**src/rtl/rmcrc_pkg.sv**
```systemverilog
// Shared types, constants and the CRC-32C word update for the matcher.
`timescale 1ns / 1ps
`default_nettype none

package rmcrc_pkg;

   localparam int unsigned WordWidth = 32;
   localparam int unsigned CrcWidth  = 32;

   typedef logic [WordWidth-1:0] word_type;
   typedef logic [CrcWidth-1:0]  crc_type;
   typedef logic [1:0]           count_type;

   // Relocation kind codes; code 3 is unused and hashes the word unmasked.
   typedef enum logic [1:0] {
      RELOC_NONE = 2'd0,
      RELOC_JUMP = 2'd1,
      RELOC_HALF = 2'd2
   } reloc_kind_type;

   localparam crc_type  CRC_POLY  = 32'h82F6_3B78;
   localparam crc_type  CRC_INIT  = 32'hFFFF_FFFF;
   localparam word_type JUMP_KEEP = 32'hFC00_0000;
   localparam word_type HALF_KEEP = 32'hFFFF_0000;

   // Head snapshot is taken once this many words have been hashed.
   localparam count_type HEAD_WORDS = 2'd2;

   // Reflected CRC-32C over the four bytes of a word, first byte in [31:24].
   // Purely linear in crc and word, so it flattens to a shallow XOR network.
   function automatic crc_type crc32c_word(crc_type crc, word_type word);
      crc_type c;
      c = crc;
      for (int b = 3; b >= 0; b--) begin
         c = c ^ {24'd0, word[8*b +: 8]};
         for (int i = 0; i < 8; i++) begin
            c = {1'b0, c[CrcWidth-1:1]} ^ (c[0] ? CRC_POLY : '0);
         end
      end
      return c;
   endfunction

endpackage

`default_nettype wire

```
**src/rtl/rmcrc_if.sv**
```systemverilog
// Valid/ready channel interfaces for the matcher's request and response beats.
`timescale 1ns / 1ps
`default_nettype none

interface rmcrc_req_if;
   import rmcrc_pkg::*;
   logic           valid;
   logic           ready;
   word_type       code_word;
   logic [1:0]     reloc_kind;
   logic           last_word;

   modport source (output valid, output code_word, output reloc_kind,
                   output last_word, input ready);
   modport sink   (input valid, input code_word, input reloc_kind,
                   input last_word, output ready);
endinterface

interface rmcrc_rsp_if;
   logic valid;
   logic ready;
   logic head_match;
   logic full_match;
   logic matched;

   modport source (output valid, output head_match, output full_match,
                   output matched, input ready);
   modport sink   (input valid, input head_match, input full_match,
                   input matched, output ready);
endinterface

`default_nettype wire

```
**src/rtl/rmcrc_update.sv**
```systemverilog
// Relocation masking and one-word CRC-32C update.
`timescale 1ns / 1ps
`default_nettype none

module rmcrc_update
   import rmcrc_pkg::*;
(
   input  word_type   code_word,
   input  logic [1:0] reloc_kind,
   input  crc_type    crc_cur,
   output crc_type    crc_next
);

   word_type masked;

   always_comb begin
      case (reloc_kind)
         RELOC_JUMP: begin
            masked = code_word & JUMP_KEEP;
         end
         RELOC_HALF: begin
            masked = code_word & HALF_KEEP;
         end
         default: begin
            masked = code_word;
         end
      endcase
   end

   assign crc_next = crc32c_word(crc_cur, masked);

endmodule

`default_nettype wire

```
**src/rtl/relocation_masked_crc32c_matcher.sv**
```systemverilog
// Top level of the relocation-masked CRC-32C function matcher.
`timescale 1ns / 1ps
`default_nettype none

// Streams a function body one 32-bit word per beat (first byte in [31:24])
// with its relocation kind, clears relocated bits (jump: keep top six bits;
// high/low 16: clear low half; unused kind 3: no masking), and runs
// reflected CRC-32C over the result, most significant byte first. The CRC
// after the second word (or after the only word) is kept as the head CRC.
// The beat flagged last_word produces one response beat comparing head and
// full CRC against csr registers 0 (expected_head_crc) and 1
// (expected_full_crc), then state returns to its reset values for the next
// function; other beats produce no response. Throughput is one request beat
// per cycle unless the input stage holds off; the mask and CRC update are
// combinational between the input register and the CRC state. The response
// beat is registered: the last request beat passes the input register,
// then the response register. The input stage only holds off when a last
// beat is waiting while the response register is still occupied and not
// taken.
module relocation_masked_crc32c_matcher
   import rmcrc_pkg::*;
(
   input  logic        clock,
   input  logic        reset,
   rmcrc_req_if.sink   req_bus,
   rmcrc_rsp_if.source rsp_bus,
   input  logic        csr_we,
   input  logic        csr_index,
   input  logic [31:0] csr_wdata
);

   localparam logic CSR_HEAD = 1'b0;
   localparam logic CSR_FULL = 1'b1;

   // Configuration registers.
   crc_type exp_head_ff, exp_full_ff;

   always_ff @(posedge clock) begin
      if (reset) begin
         exp_head_ff <= '0;
         exp_full_ff <= '0;
      end else if (csr_we) begin
         case (csr_index)
            CSR_HEAD: begin
               exp_head_ff <= csr_wdata;
            end
            CSR_FULL: begin
               exp_full_ff <= csr_wdata;
            end
            default: begin
               exp_head_ff <= exp_head_ff;
            end
         endcase
      end
   end

   // Input register stage.
   logic       s1_valid_ff, s1_valid_in;
   word_type   s1_word_ff;
   logic [1:0] s1_kind_ff;
   logic       s1_last_ff;

   // Response register.
   logic out_valid_ff, out_valid_in;
   logic out_head_ff, out_full_ff;

   // CRC state.
   crc_type   run_crc_ff, run_crc_in;
   crc_type   head_crc_ff, head_crc_in;
   count_type words_ff, words_in;

   logic    advance;
   logic    accept;
   crc_type crc_new;
   crc_type head_sel;
   logic    head_hit, full_hit;

   // Output register frees up when drained this cycle.
   assign advance = s1_valid_ff &&
                    (!s1_last_ff || !out_valid_ff || rsp_bus.ready);
   assign req_bus.ready = !s1_valid_ff || advance;
   assign accept = req_bus.valid && req_bus.ready;
   assign s1_valid_in = accept || (s1_valid_ff && !advance);

   always_ff @(posedge clock) begin
      if (reset) begin
         s1_valid_ff <= 1'b0;
      end else begin
         s1_valid_ff <= s1_valid_in;
      end
   end

   always_ff @(posedge clock) begin
      if (accept) begin
         s1_word_ff <= req_bus.code_word;
         s1_kind_ff <= req_bus.reloc_kind;
         s1_last_ff <= req_bus.last_word;
      end
   end

   rmcrc_update u_update (
      .code_word  (s1_word_ff),
      .reloc_kind (s1_kind_ff),
      .crc_cur    (run_crc_ff),
      .crc_next   (crc_new)
   );

   // Head CRC is the fresh CRC until two words are in, then the snapshot.
   assign head_sel = (words_ff == HEAD_WORDS) ? head_crc_ff : crc_new;
   assign head_hit = ((head_sel ^ CRC_INIT) == exp_head_ff);
   assign full_hit = ((crc_new ^ CRC_INIT) == exp_full_ff);

   always_comb begin
      run_crc_in  = run_crc_ff;
      head_crc_in = head_crc_ff;
      words_in    = words_ff;
      if (advance) begin
         if (s1_last_ff) begin
            run_crc_in  = CRC_INIT;
            head_crc_in = '0;
            words_in    = '0;
         end else begin
            run_crc_in = crc_new;
            if (words_ff != HEAD_WORDS) begin
               words_in = words_ff + 2'd1;
               if (words_ff == HEAD_WORDS - 2'd1) begin
                  head_crc_in = crc_new;
               end
            end
         end
      end
   end

   always_ff @(posedge clock) begin
      if (reset) begin
         run_crc_ff  <= CRC_INIT;
         head_crc_ff <= '0;
         words_ff    <= '0;
      end else begin
         run_crc_ff  <= run_crc_in;
         head_crc_ff <= head_crc_in;
         words_ff    <= words_in;
      end
   end

   // Response beat: loaded by a last beat, cleared when taken.
   always_comb begin
      out_valid_in = out_valid_ff && !rsp_bus.ready;
      if (advance && s1_last_ff) begin
         out_valid_in = 1'b1;
      end
   end

   always_ff @(posedge clock) begin
      if (reset) begin
         out_valid_ff <= 1'b0;
      end else begin
         out_valid_ff <= out_valid_in;
      end
   end

   always_ff @(posedge clock) begin
      if (advance && s1_last_ff) begin
         out_head_ff <= head_hit;
         out_full_ff <= full_hit;
      end
   end

   assign rsp_bus.valid      = out_valid_ff;
   assign rsp_bus.head_match = out_head_ff;
   assign rsp_bus.full_match = out_full_ff;
   assign rsp_bus.matched    = out_head_ff && out_full_ff;

   // Word counter saturates at the head snapshot point.
   a_words_sat: assert property (@(posedge clock) disable iff (reset)
      words_ff != 2'd3)
      else $error("word count past saturation");

   // A last beat leaving the input stage always shows up as a response.
   a_last_rsp: assert property (@(posedge clock) disable iff (reset)
      advance && s1_last_ff |=> out_valid_ff)
      else $error("last beat produced no response");

   // State is back at reset values after a last beat.
   a_last_clear: assert property (@(posedge clock) disable iff (reset)
      advance && s1_last_ff |=> run_crc_ff == CRC_INIT && words_ff == 2'd0
                                && head_crc_ff == '0)
      else $error("CRC state not cleared after last beat");

   // The input stage only stalls on a last beat behind a held response.
   a_stall_cause: assert property (@(posedge clock) disable iff (reset)
      s1_valid_ff && !advance |-> s1_last_ff && out_valid_ff && !rsp_bus.ready)
      else $error("input stage stalled without cause");

endmodule

`default_nettype wire
```
**src/flat_wrapper.sv**
```systemverilog
// flat-port wrapper written by rule: the top's interface ports become plain ports
module relocation_masked_crc32c_matcher_flat import rmcrc_pkg::*;
  (clock, reset, csr_we, csr_index, csr_wdata, req_bus_valid, req_bus_code_word, req_bus_reloc_kind, req_bus_last_word, req_bus_ready, rsp_bus_valid, rsp_bus_head_match, rsp_bus_full_match, rsp_bus_matched, rsp_bus_ready);
  rmcrc_req_if req_bus_i ();
  rmcrc_rsp_if rsp_bus_i ();
  input  logic clock;
  input  logic reset;
  input  logic csr_we;
  input  logic csr_index;
  input  logic [31:0] csr_wdata;
  input wire logic [$bits(req_bus_i.valid)-1:0] req_bus_valid;
  input wire logic [$bits(req_bus_i.code_word)-1:0] req_bus_code_word;
  input wire logic [$bits(req_bus_i.reloc_kind)-1:0] req_bus_reloc_kind;
  input wire logic [$bits(req_bus_i.last_word)-1:0] req_bus_last_word;
  output wire logic [$bits(req_bus_i.ready)-1:0] req_bus_ready;
  output wire logic [$bits(rsp_bus_i.valid)-1:0] rsp_bus_valid;
  output wire logic [$bits(rsp_bus_i.head_match)-1:0] rsp_bus_head_match;
  output wire logic [$bits(rsp_bus_i.full_match)-1:0] rsp_bus_full_match;
  output wire logic [$bits(rsp_bus_i.matched)-1:0] rsp_bus_matched;
  input wire logic [$bits(rsp_bus_i.ready)-1:0] rsp_bus_ready;
  assign req_bus_i.valid = req_bus_valid;
  assign req_bus_i.code_word = req_bus_code_word;
  assign req_bus_i.reloc_kind = req_bus_reloc_kind;
  assign req_bus_i.last_word = req_bus_last_word;
  assign req_bus_ready = req_bus_i.ready;
  assign rsp_bus_valid = rsp_bus_i.valid;
  assign rsp_bus_head_match = rsp_bus_i.head_match;
  assign rsp_bus_full_match = rsp_bus_i.full_match;
  assign rsp_bus_matched = rsp_bus_i.matched;
  assign rsp_bus_i.ready = rsp_bus_ready;
  relocation_masked_crc32c_matcher u_core (.clock(clock), .reset(reset), .req_bus(req_bus_i), .rsp_bus(rsp_bus_i), .csr_we(csr_we), .csr_index(csr_index), .csr_wdata(csr_wdata));
endmodule
```
**config.mk**
```make
export PLATFORM = sky130hd
export DESIGN_NAME = relocation_masked_crc32c_matcher_flat
export DESIGN_NICKNAME = d
export VERILOG_FILES = /design/src/rtl/rmcrc_pkg.sv /design/src/rtl/rmcrc_if.sv /design/src/rtl/rmcrc_update.sv /design/src/rtl/relocation_masked_crc32c_matcher.sv /design/src/flat_wrapper.sv
export SDC_FILE = /design/constraint.sdc
export NUM_CORES = 1
export LEC_CHECK = 0
export ABC_CLOCK_PERIOD_IN_PS = 14900
export BUFFER_PORTS_ARGS = -buffer_cell sky130_fd_sc_hd__buf_2
export CAP_MARGIN = 20
export CELL_PAD_IN_SITES_DETAIL_PLACEMENT = 1
export CELL_PAD_IN_SITES_GLOBAL_PLACEMENT = 1
export CORE_ASPECT_RATIO = 0.8
export CORE_MARGIN = 3
export CORE_UTILIZATION = 40
export CTS_BUF_LIST = sky130_fd_sc_hd__clkbuf_8
export DETAILED_ROUTE_END_ITERATION = 10
export GPL_ROUTABILITY_DRIVEN = 0
export PLACE_DENSITY = 0.7
export SLEW_MARGIN = 30
export SYNTH_ARGS = -nofsm -noshare
export SYNTH_HDL_FRONTEND = slang
export SYNTH_SLANG_ARGS = --single-unit
```
**constraint.sdc**
```tcl
create_clock -name clock -period 14.9 [get_ports clock]
set_input_delay 0.745 -clock clock [delete_from_list [all_inputs] [get_ports clock]]
set_output_delay 0.745 -clock clock [all_outputs]
set_load 0.1 [all_outputs]
```
**Word level (Yosys, flattened, before mapping)**

Index checks and enable logic that the tools add are counted.

- Input bits: 73
- Bits in latches: 0
- ROM bits: 0
- Memories: 0
- Memory bits (writable): 0
- Register bits after elaboration: 169

- Reduce and logical (&&, ||, !) cells: 21
- $add $sub $neg: 1
- Equal/unequal tests: 7
- Shift-type cells: 0
- Magnitude comparators: 0
- Divide/modulo/power cells: 0
- Multipliers: 0
- Bitwise operators: 39
- Multiplexer cells: 41

Operators with widths:

| operator | count |
|---|---|
| 2-to-1 mux 32 bit | 37 |
| bitwise XOR 31 x 32 -> 32 bit | 32 |
| bitwise XOR 32 x 8 -> 32 bit | 4 |
| == test 32 bit | 2 |
| inverter 32 bit | 2 |
| one-hot mux 26 bit (2 select lines) | 1 |
| logical AND 1 bit | 6 |
| AND reduction 2 bit | 3 |
| zero test 1 bit | 5 |
| == test 2 x 1 -> 1 bit (second input constant) | 2 |
| == test 2 bit (second input constant) | 2 |
| logical OR 1 bit | 4 |
| 2-to-1 mux 2 bit | 2 |
| nonzero test 2 bit | 2 |
| AND reduction 3 bit | 1 |
| adder 2 x 1 -> 2 bit (second input constant) | 1 |
| != test 2 bit (second input constant) | 1 |
| 2-to-1 mux 1 bit | 1 |
| inverter 1 bit | 1 |

**Longest topological paths before layout**

- Depth in word-level cells: 73
- Depth in mapped cells: 21
- Depth with buffers taken out: 17

**Hierarchy**

Synthesis repeated with hierarchy kept, for this count alone.

- Cell total of the unflattened synthesis: 1,064
- Area total of the unflattened synthesis: 11,313.4 µm²

By module, submodules not included:

| module | area an instance (µm²) | cells an instance | seq. area each (µm²) | times used |
|---|---|---|---|---|
| relocation_masked_crc32c_matcher | 6,751.5 | 684 | 3,753.6 | 1 |
| rmcrc_update | 4,561.9 | 380 | 0.0 | 1 |

**Worst setup path before layout**

No wires, ideal clock.

- Kind: reg-to-reg
- From: register u_core.s1_kind_ff[1]
- To: register u_core.out_head_ff, in the netlist u_core.rsp_bus.head_match (data pin)
- Arrival time: 6.141 ns
- Path slack: 8.625 ns
- Cell stages (with the launch flop): 19
- Data required time: 14.766 ns
- Path through: edfxtp_1 > ha_1 > buf_2 > o21ai_2 > xnor3_2 > xnor2_1 > xnor2_4 > xnor3_2 > xnor2_2 > xnor3_1 > xor3_1 > buf_6 > xnor3_1 > xnor3_2 > xnor2_1 > or4_1 > a2111oi_2 > nand4_1 > and4bb_1

- Cells in the longest elaborated chain, start to end: 49

Ends and longest elaborated chain:

| item | line | RTL |
|---|---|---|
| from (decl) | relocation_masked_crc32c_matcher.sv:60 | `logic [1:0] s1_kind_ff;` |
| from (signal assigned) | relocation_masked_crc32c_matcher.sv:96 | `s1_kind_ff <= req_bus.reloc_kind;` |
| == test 2 bit or == test 2 x 1 -> 1 bit (tied branches) | rmcrc_update.sv:17 | `case (reloc_kind)` |
| one-hot mux 26 bit (2 select lines) * | rmcrc_update.sv:17 |  |
| bitwise XOR 32 x 8 -> 32 bit | rmcrc_pkg.sv:35 | `c = c ^ {24'd0, word[8*b +: 8]};` |
| 2-to-1 mux 32 bit or bitwise XOR 31 x 32 -> 32 bit (tied branches) | rmcrc_pkg.sv:37 | `c = {1'b0, c[CrcWidth-1:1]} ^ (c[0] ? CRC_POLY : '0);` |
| bitwise XOR 31 x 32 -> 32 bit or 2-to-1 mux 32 bit (tied branches) | rmcrc_pkg.sv:37 |  |
| bitwise XOR 31 x 32 -> 32 bit (3 in a row) | rmcrc_pkg.sv:37 |  |
| 2-to-1 mux 32 bit or bitwise XOR 31 x 32 -> 32 bit (tied branches) | rmcrc_pkg.sv:37 |  |
| bitwise XOR 31 x 32 -> 32 bit or 2-to-1 mux 32 bit (tied branches) (3 in a row) | rmcrc_pkg.sv:37 |  |
| [24 not listed] | -- |  |
| 2-to-1 mux 32 bit or bitwise XOR 31 x 32 -> 32 bit (tied branches) | rmcrc_pkg.sv:37 |  |
| bitwise XOR 31 x 32 -> 32 bit * (4 in a row) | rmcrc_pkg.sv:37 |  |
| 2-to-1 mux 32 bit or bitwise XOR 31 x 32 -> 32 bit (tied branches) | rmcrc_pkg.sv:37 |  |
| bitwise XOR 31 x 32 -> 32 bit * (4 in a row) | rmcrc_pkg.sv:37 |  |
| 2-to-1 mux 32 bit * | relocation_masked_crc32c_matcher.sv:109 | `assign head_sel = (words_ff == HEAD_WORDS) ? head_crc_ff : crc_new;` |
| inverter 32 bit (no source line) * | -- |  |
| == test 32 bit * | relocation_masked_crc32c_matcher.sv:110 | `assign head_hit = ((head_sel ^ CRC_INIT) == exp_head_ff);` |
| via u_core.head_hit | relocation_masked_crc32c_matcher.sv:76 | `logic head_hit, full_hit;` |
| to (signal assigned) | relocation_masked_crc32c_matcher.sv:164 | `out_head_ff <= head_hit;` |
| to (decl) | relocation_masked_crc32c_matcher.sv:65 | `logic out_head_ff, out_full_ff;` |

Mark *: on every way through the listed nets, which the timed path passes. The rest lies on a longest branch.
A chain may end at the register's enable or synchronous reset.

**Final worst setup path**

Ends and elaborated chain as after synthesis.

==> metrics <==
outcome=completed; postcts setup bufs=0; xor and xnor area share after synthesis=0.450; final setup fails=0; Cell Area, Synth=12,100 um^2; CTS tree=done; startpoint types=flip-flop; Mean Syn Cell Area=10.0 um^2; Die ar.=32,500 um^2; DP Area=13,000 um^2; Yosys top cell by area=dfxtp_1; CTS Buffer Depth=2; total track usage=0.237; Rows=56; pin slew with the least headroom to its limit=0.969 ns; final global-route overflow total=0; Final Hold Slack=0.422 ns; first-pass GRT wire length=58,100 um; Clock Skews=0.0167 ns; CTS-repair resized insts=0; IO Port Bufs=77; Tcrit/Tclk final=0.507; Fillers=3,372; Synth cell types=62; Fin Setup TNS=0 ns; initial antenna violation count=0; most frequent cells in the layout=xnor2_1, nand2_1, dfxtp_1; largest family of logic cells by synthesized area=XOR/XNOR gates; DR vias=9,060; H-tree Lvls=4; RSZ-0062 raised after global routing=false; Num CTS Buffers=17; Max Cap Viol=0; fmax=132 MHz; Post-Syn Instances=1,212; most common cell after layout, fill and taps aside=xnor2_1; Synth Area in Adders=0.00309; crit-path max FO=28; Slew HR=0.350; fin area=13,400 um^2; core box area=29,600 um^2; syn nets=1,288; Synthesis Warnings=0; top_reg_cell synth=dfxtp_1; WS Path Type=reg -> reg; required time worst endpoint=15.26 ns; Seq/Total Area, Yosys=0.309; DR DRC count=0; Async SR Flop Fraction=0; vias in the first global route=9,224; CTS Root Cell=clkbuf_8; clk_lat worst skew=0.49 ns; Post-synth EDFFs=37; DRT Wirelength=38,800 um; antenna viol nets, final=0; clock sinks=169; Compound-Gate Fraction of Synth Area=0.0885; top cells by area, synth=dfxtp_1, xnor2_1, xnor3_1; I/O pins=78; Starting Density=0.411; Die W=201 um; Die Ht=162 um; DPL Wire Length=29,700 um; clock-pin slew on the worst setup and hold paths=0.11 ns; Layout Nets=1,342; Tmin final=7.55 ns; Hold Path Class=in -> reg; multiplexer area fraction after synthesis=0.00598; Vias/cell=5.38; Slew Viols, Final=0; number of diodes=0; share of cells above drive strength 1=0.124; TritonRoute pass-1 iters=6; Arrival @ worst endpoint=7.91 ns; post-synth top area share=0.218; CP endpoint kind=flip-flop; largest net degree at the start of global routing=97; final-report hold violation count=0; wire per inst=23.0 um; DR iter-0 viols=777; hold_buf cts=0; area grow syn2layout=10.3%; Synth Area in Simple Gates=0.122; Synth Register Bits=169
-- worst max-delay path, stage by stage, from the launching register on --
cell,delay (ns)
edfxtp_1,0.38
ha_1,0.84
o21ai_2,0.18
xnor3_2,0.55
xnor3_1,0.48
xor2_1,0.61
xor2_1,0.16
xnor2_1,0.48
xnor3_1,0.48
xor3_1,0.81
xnor3_1,0.67
xnor2_1,0.79
xnor2_1,0.12
o21a_1,0.21
nor3_1,0.21
nand4_1,0.13
and4bb_1,0.29
-- final cells by class --
class | instances | area (um^2) | share of cell area
multi-input cells | 980 | 8190 | 0.611
flip-flops and latches | 169 | 3750 | 0.280
repair buffers | 91 | 524 | 0.0392
well taps | 406 | 508 | 0.0379
clock buffers | 18 | 248 | 0.0185
clock inverters | 14 | 141 | 0.0106
inverters | 7 | 26.3 | 0.00196
-- cells in the mapped netlist (5+ instances only) --
master	count
buf_2	5
xor2_2	7
buf_1	8
xnor3_1	80
xor2_1	103
xor3_1	11
xnor2_2	5
a22oi_1	20
nand3_1	19
nand2_1	196
o211ai_1	12
clkbuf_1	42
edfxtp_1	37
nor4_1	9
o21ai_0	28
and2_1	6
dfxtp_1	132
xnor2_4	6
a21oi_1	85
xnor2_1	225
nor2_1	78
nor2b_1	7
nand4_1	5
inv_1	7
nor3_1	8
mux2i_1	5
-- path summary, 6_finish.rpt --
| check | from | endpoint | slack [ns] | cells past startpoint |
|---|---|---|---|---|
| worst min-delay path | req_bus_code_word[4] | u_core.s1_word_ff[4]$_DFFE_PP_ | 0.42 | 1 |
| worst max-delay path | u_core.s1_kind_ff[1]$_DFFE_PP_ | u_core.rsp_bus.head_match$_DFFE_PP_ | 7.35 | 16 |
| worst min register to register | u_core.exp_full_ff[13]$_SDFFE_PP0P_ | u_core.exp_full_ff[13]$_SDFFE_PP0P_ | 0.47 | 2 |
| worst max register to register | u_core.s1_kind_ff[1]$_DFFE_PP_ | u_core.rsp_bus.head_match$_DFFE_PP_ | 7.35 | 16 |
-- cells by family (layout without fill, tap and decap cells) --
| kind of cell | count (synthesis) | in the layout |
|---|---|---|
| adders and majority gates | 3 | 3 |
| DFF | 169 | 169 |
| muxes | 7 | 7 |
| xor gates and xnor gates | 444 | 444 |
| buffers and inverters | 63 | 130 |
| AOI/OAI and AO/OA | 178 | 178 |
| and+or+nand+nor | 348 | 348 |
-- routing by layer --
layer / GRT usage / vias to the layer above / share of wire
met4: 0.0463 / 0 / 0.014
met2: 0.359 / 262 / 0.43
li1: - / 4185 / -
met5: 0 / - / 0
met3: 0.0493 / 32 / 0.066
met1: 0.353 / 4581 / 0.49
-- per-stage QoR --
stage                     instances   util  worst slack [ns]
after CTS                      1684  0.452              7.35
after global placement         1651  0.437              7.37
after global routing           1685  0.453              6.97
final                          1685  0.453              7.35
after detailed placement       1652  0.438              7.39
after floorplan                1212      -              8.62
-- sequential cells by signal, indices dropped and copies added, names as in the netlist --
signal / cells
u_core.exp_full_ff: 32
u_core.exp_head_ff: 32
u_core.head_crc_ff: 32
u_core.rsp_bus.full_match: 1
u_core.rsp_bus.head_match: 1
u_core.rsp_bus.valid: 1
u_core.run_crc_ff: 32
u_core.s1_kind_ff: 2
u_core.s1_last_ff: 1
u_core.s1_valid_ff: 1
u_core.s1_word_ff: 32
u_core.words_ff: 2
Power is left out: the tool's default activity adds up to more than one toggle a clock period on the data nets, which glitch-free logic cannot reach.
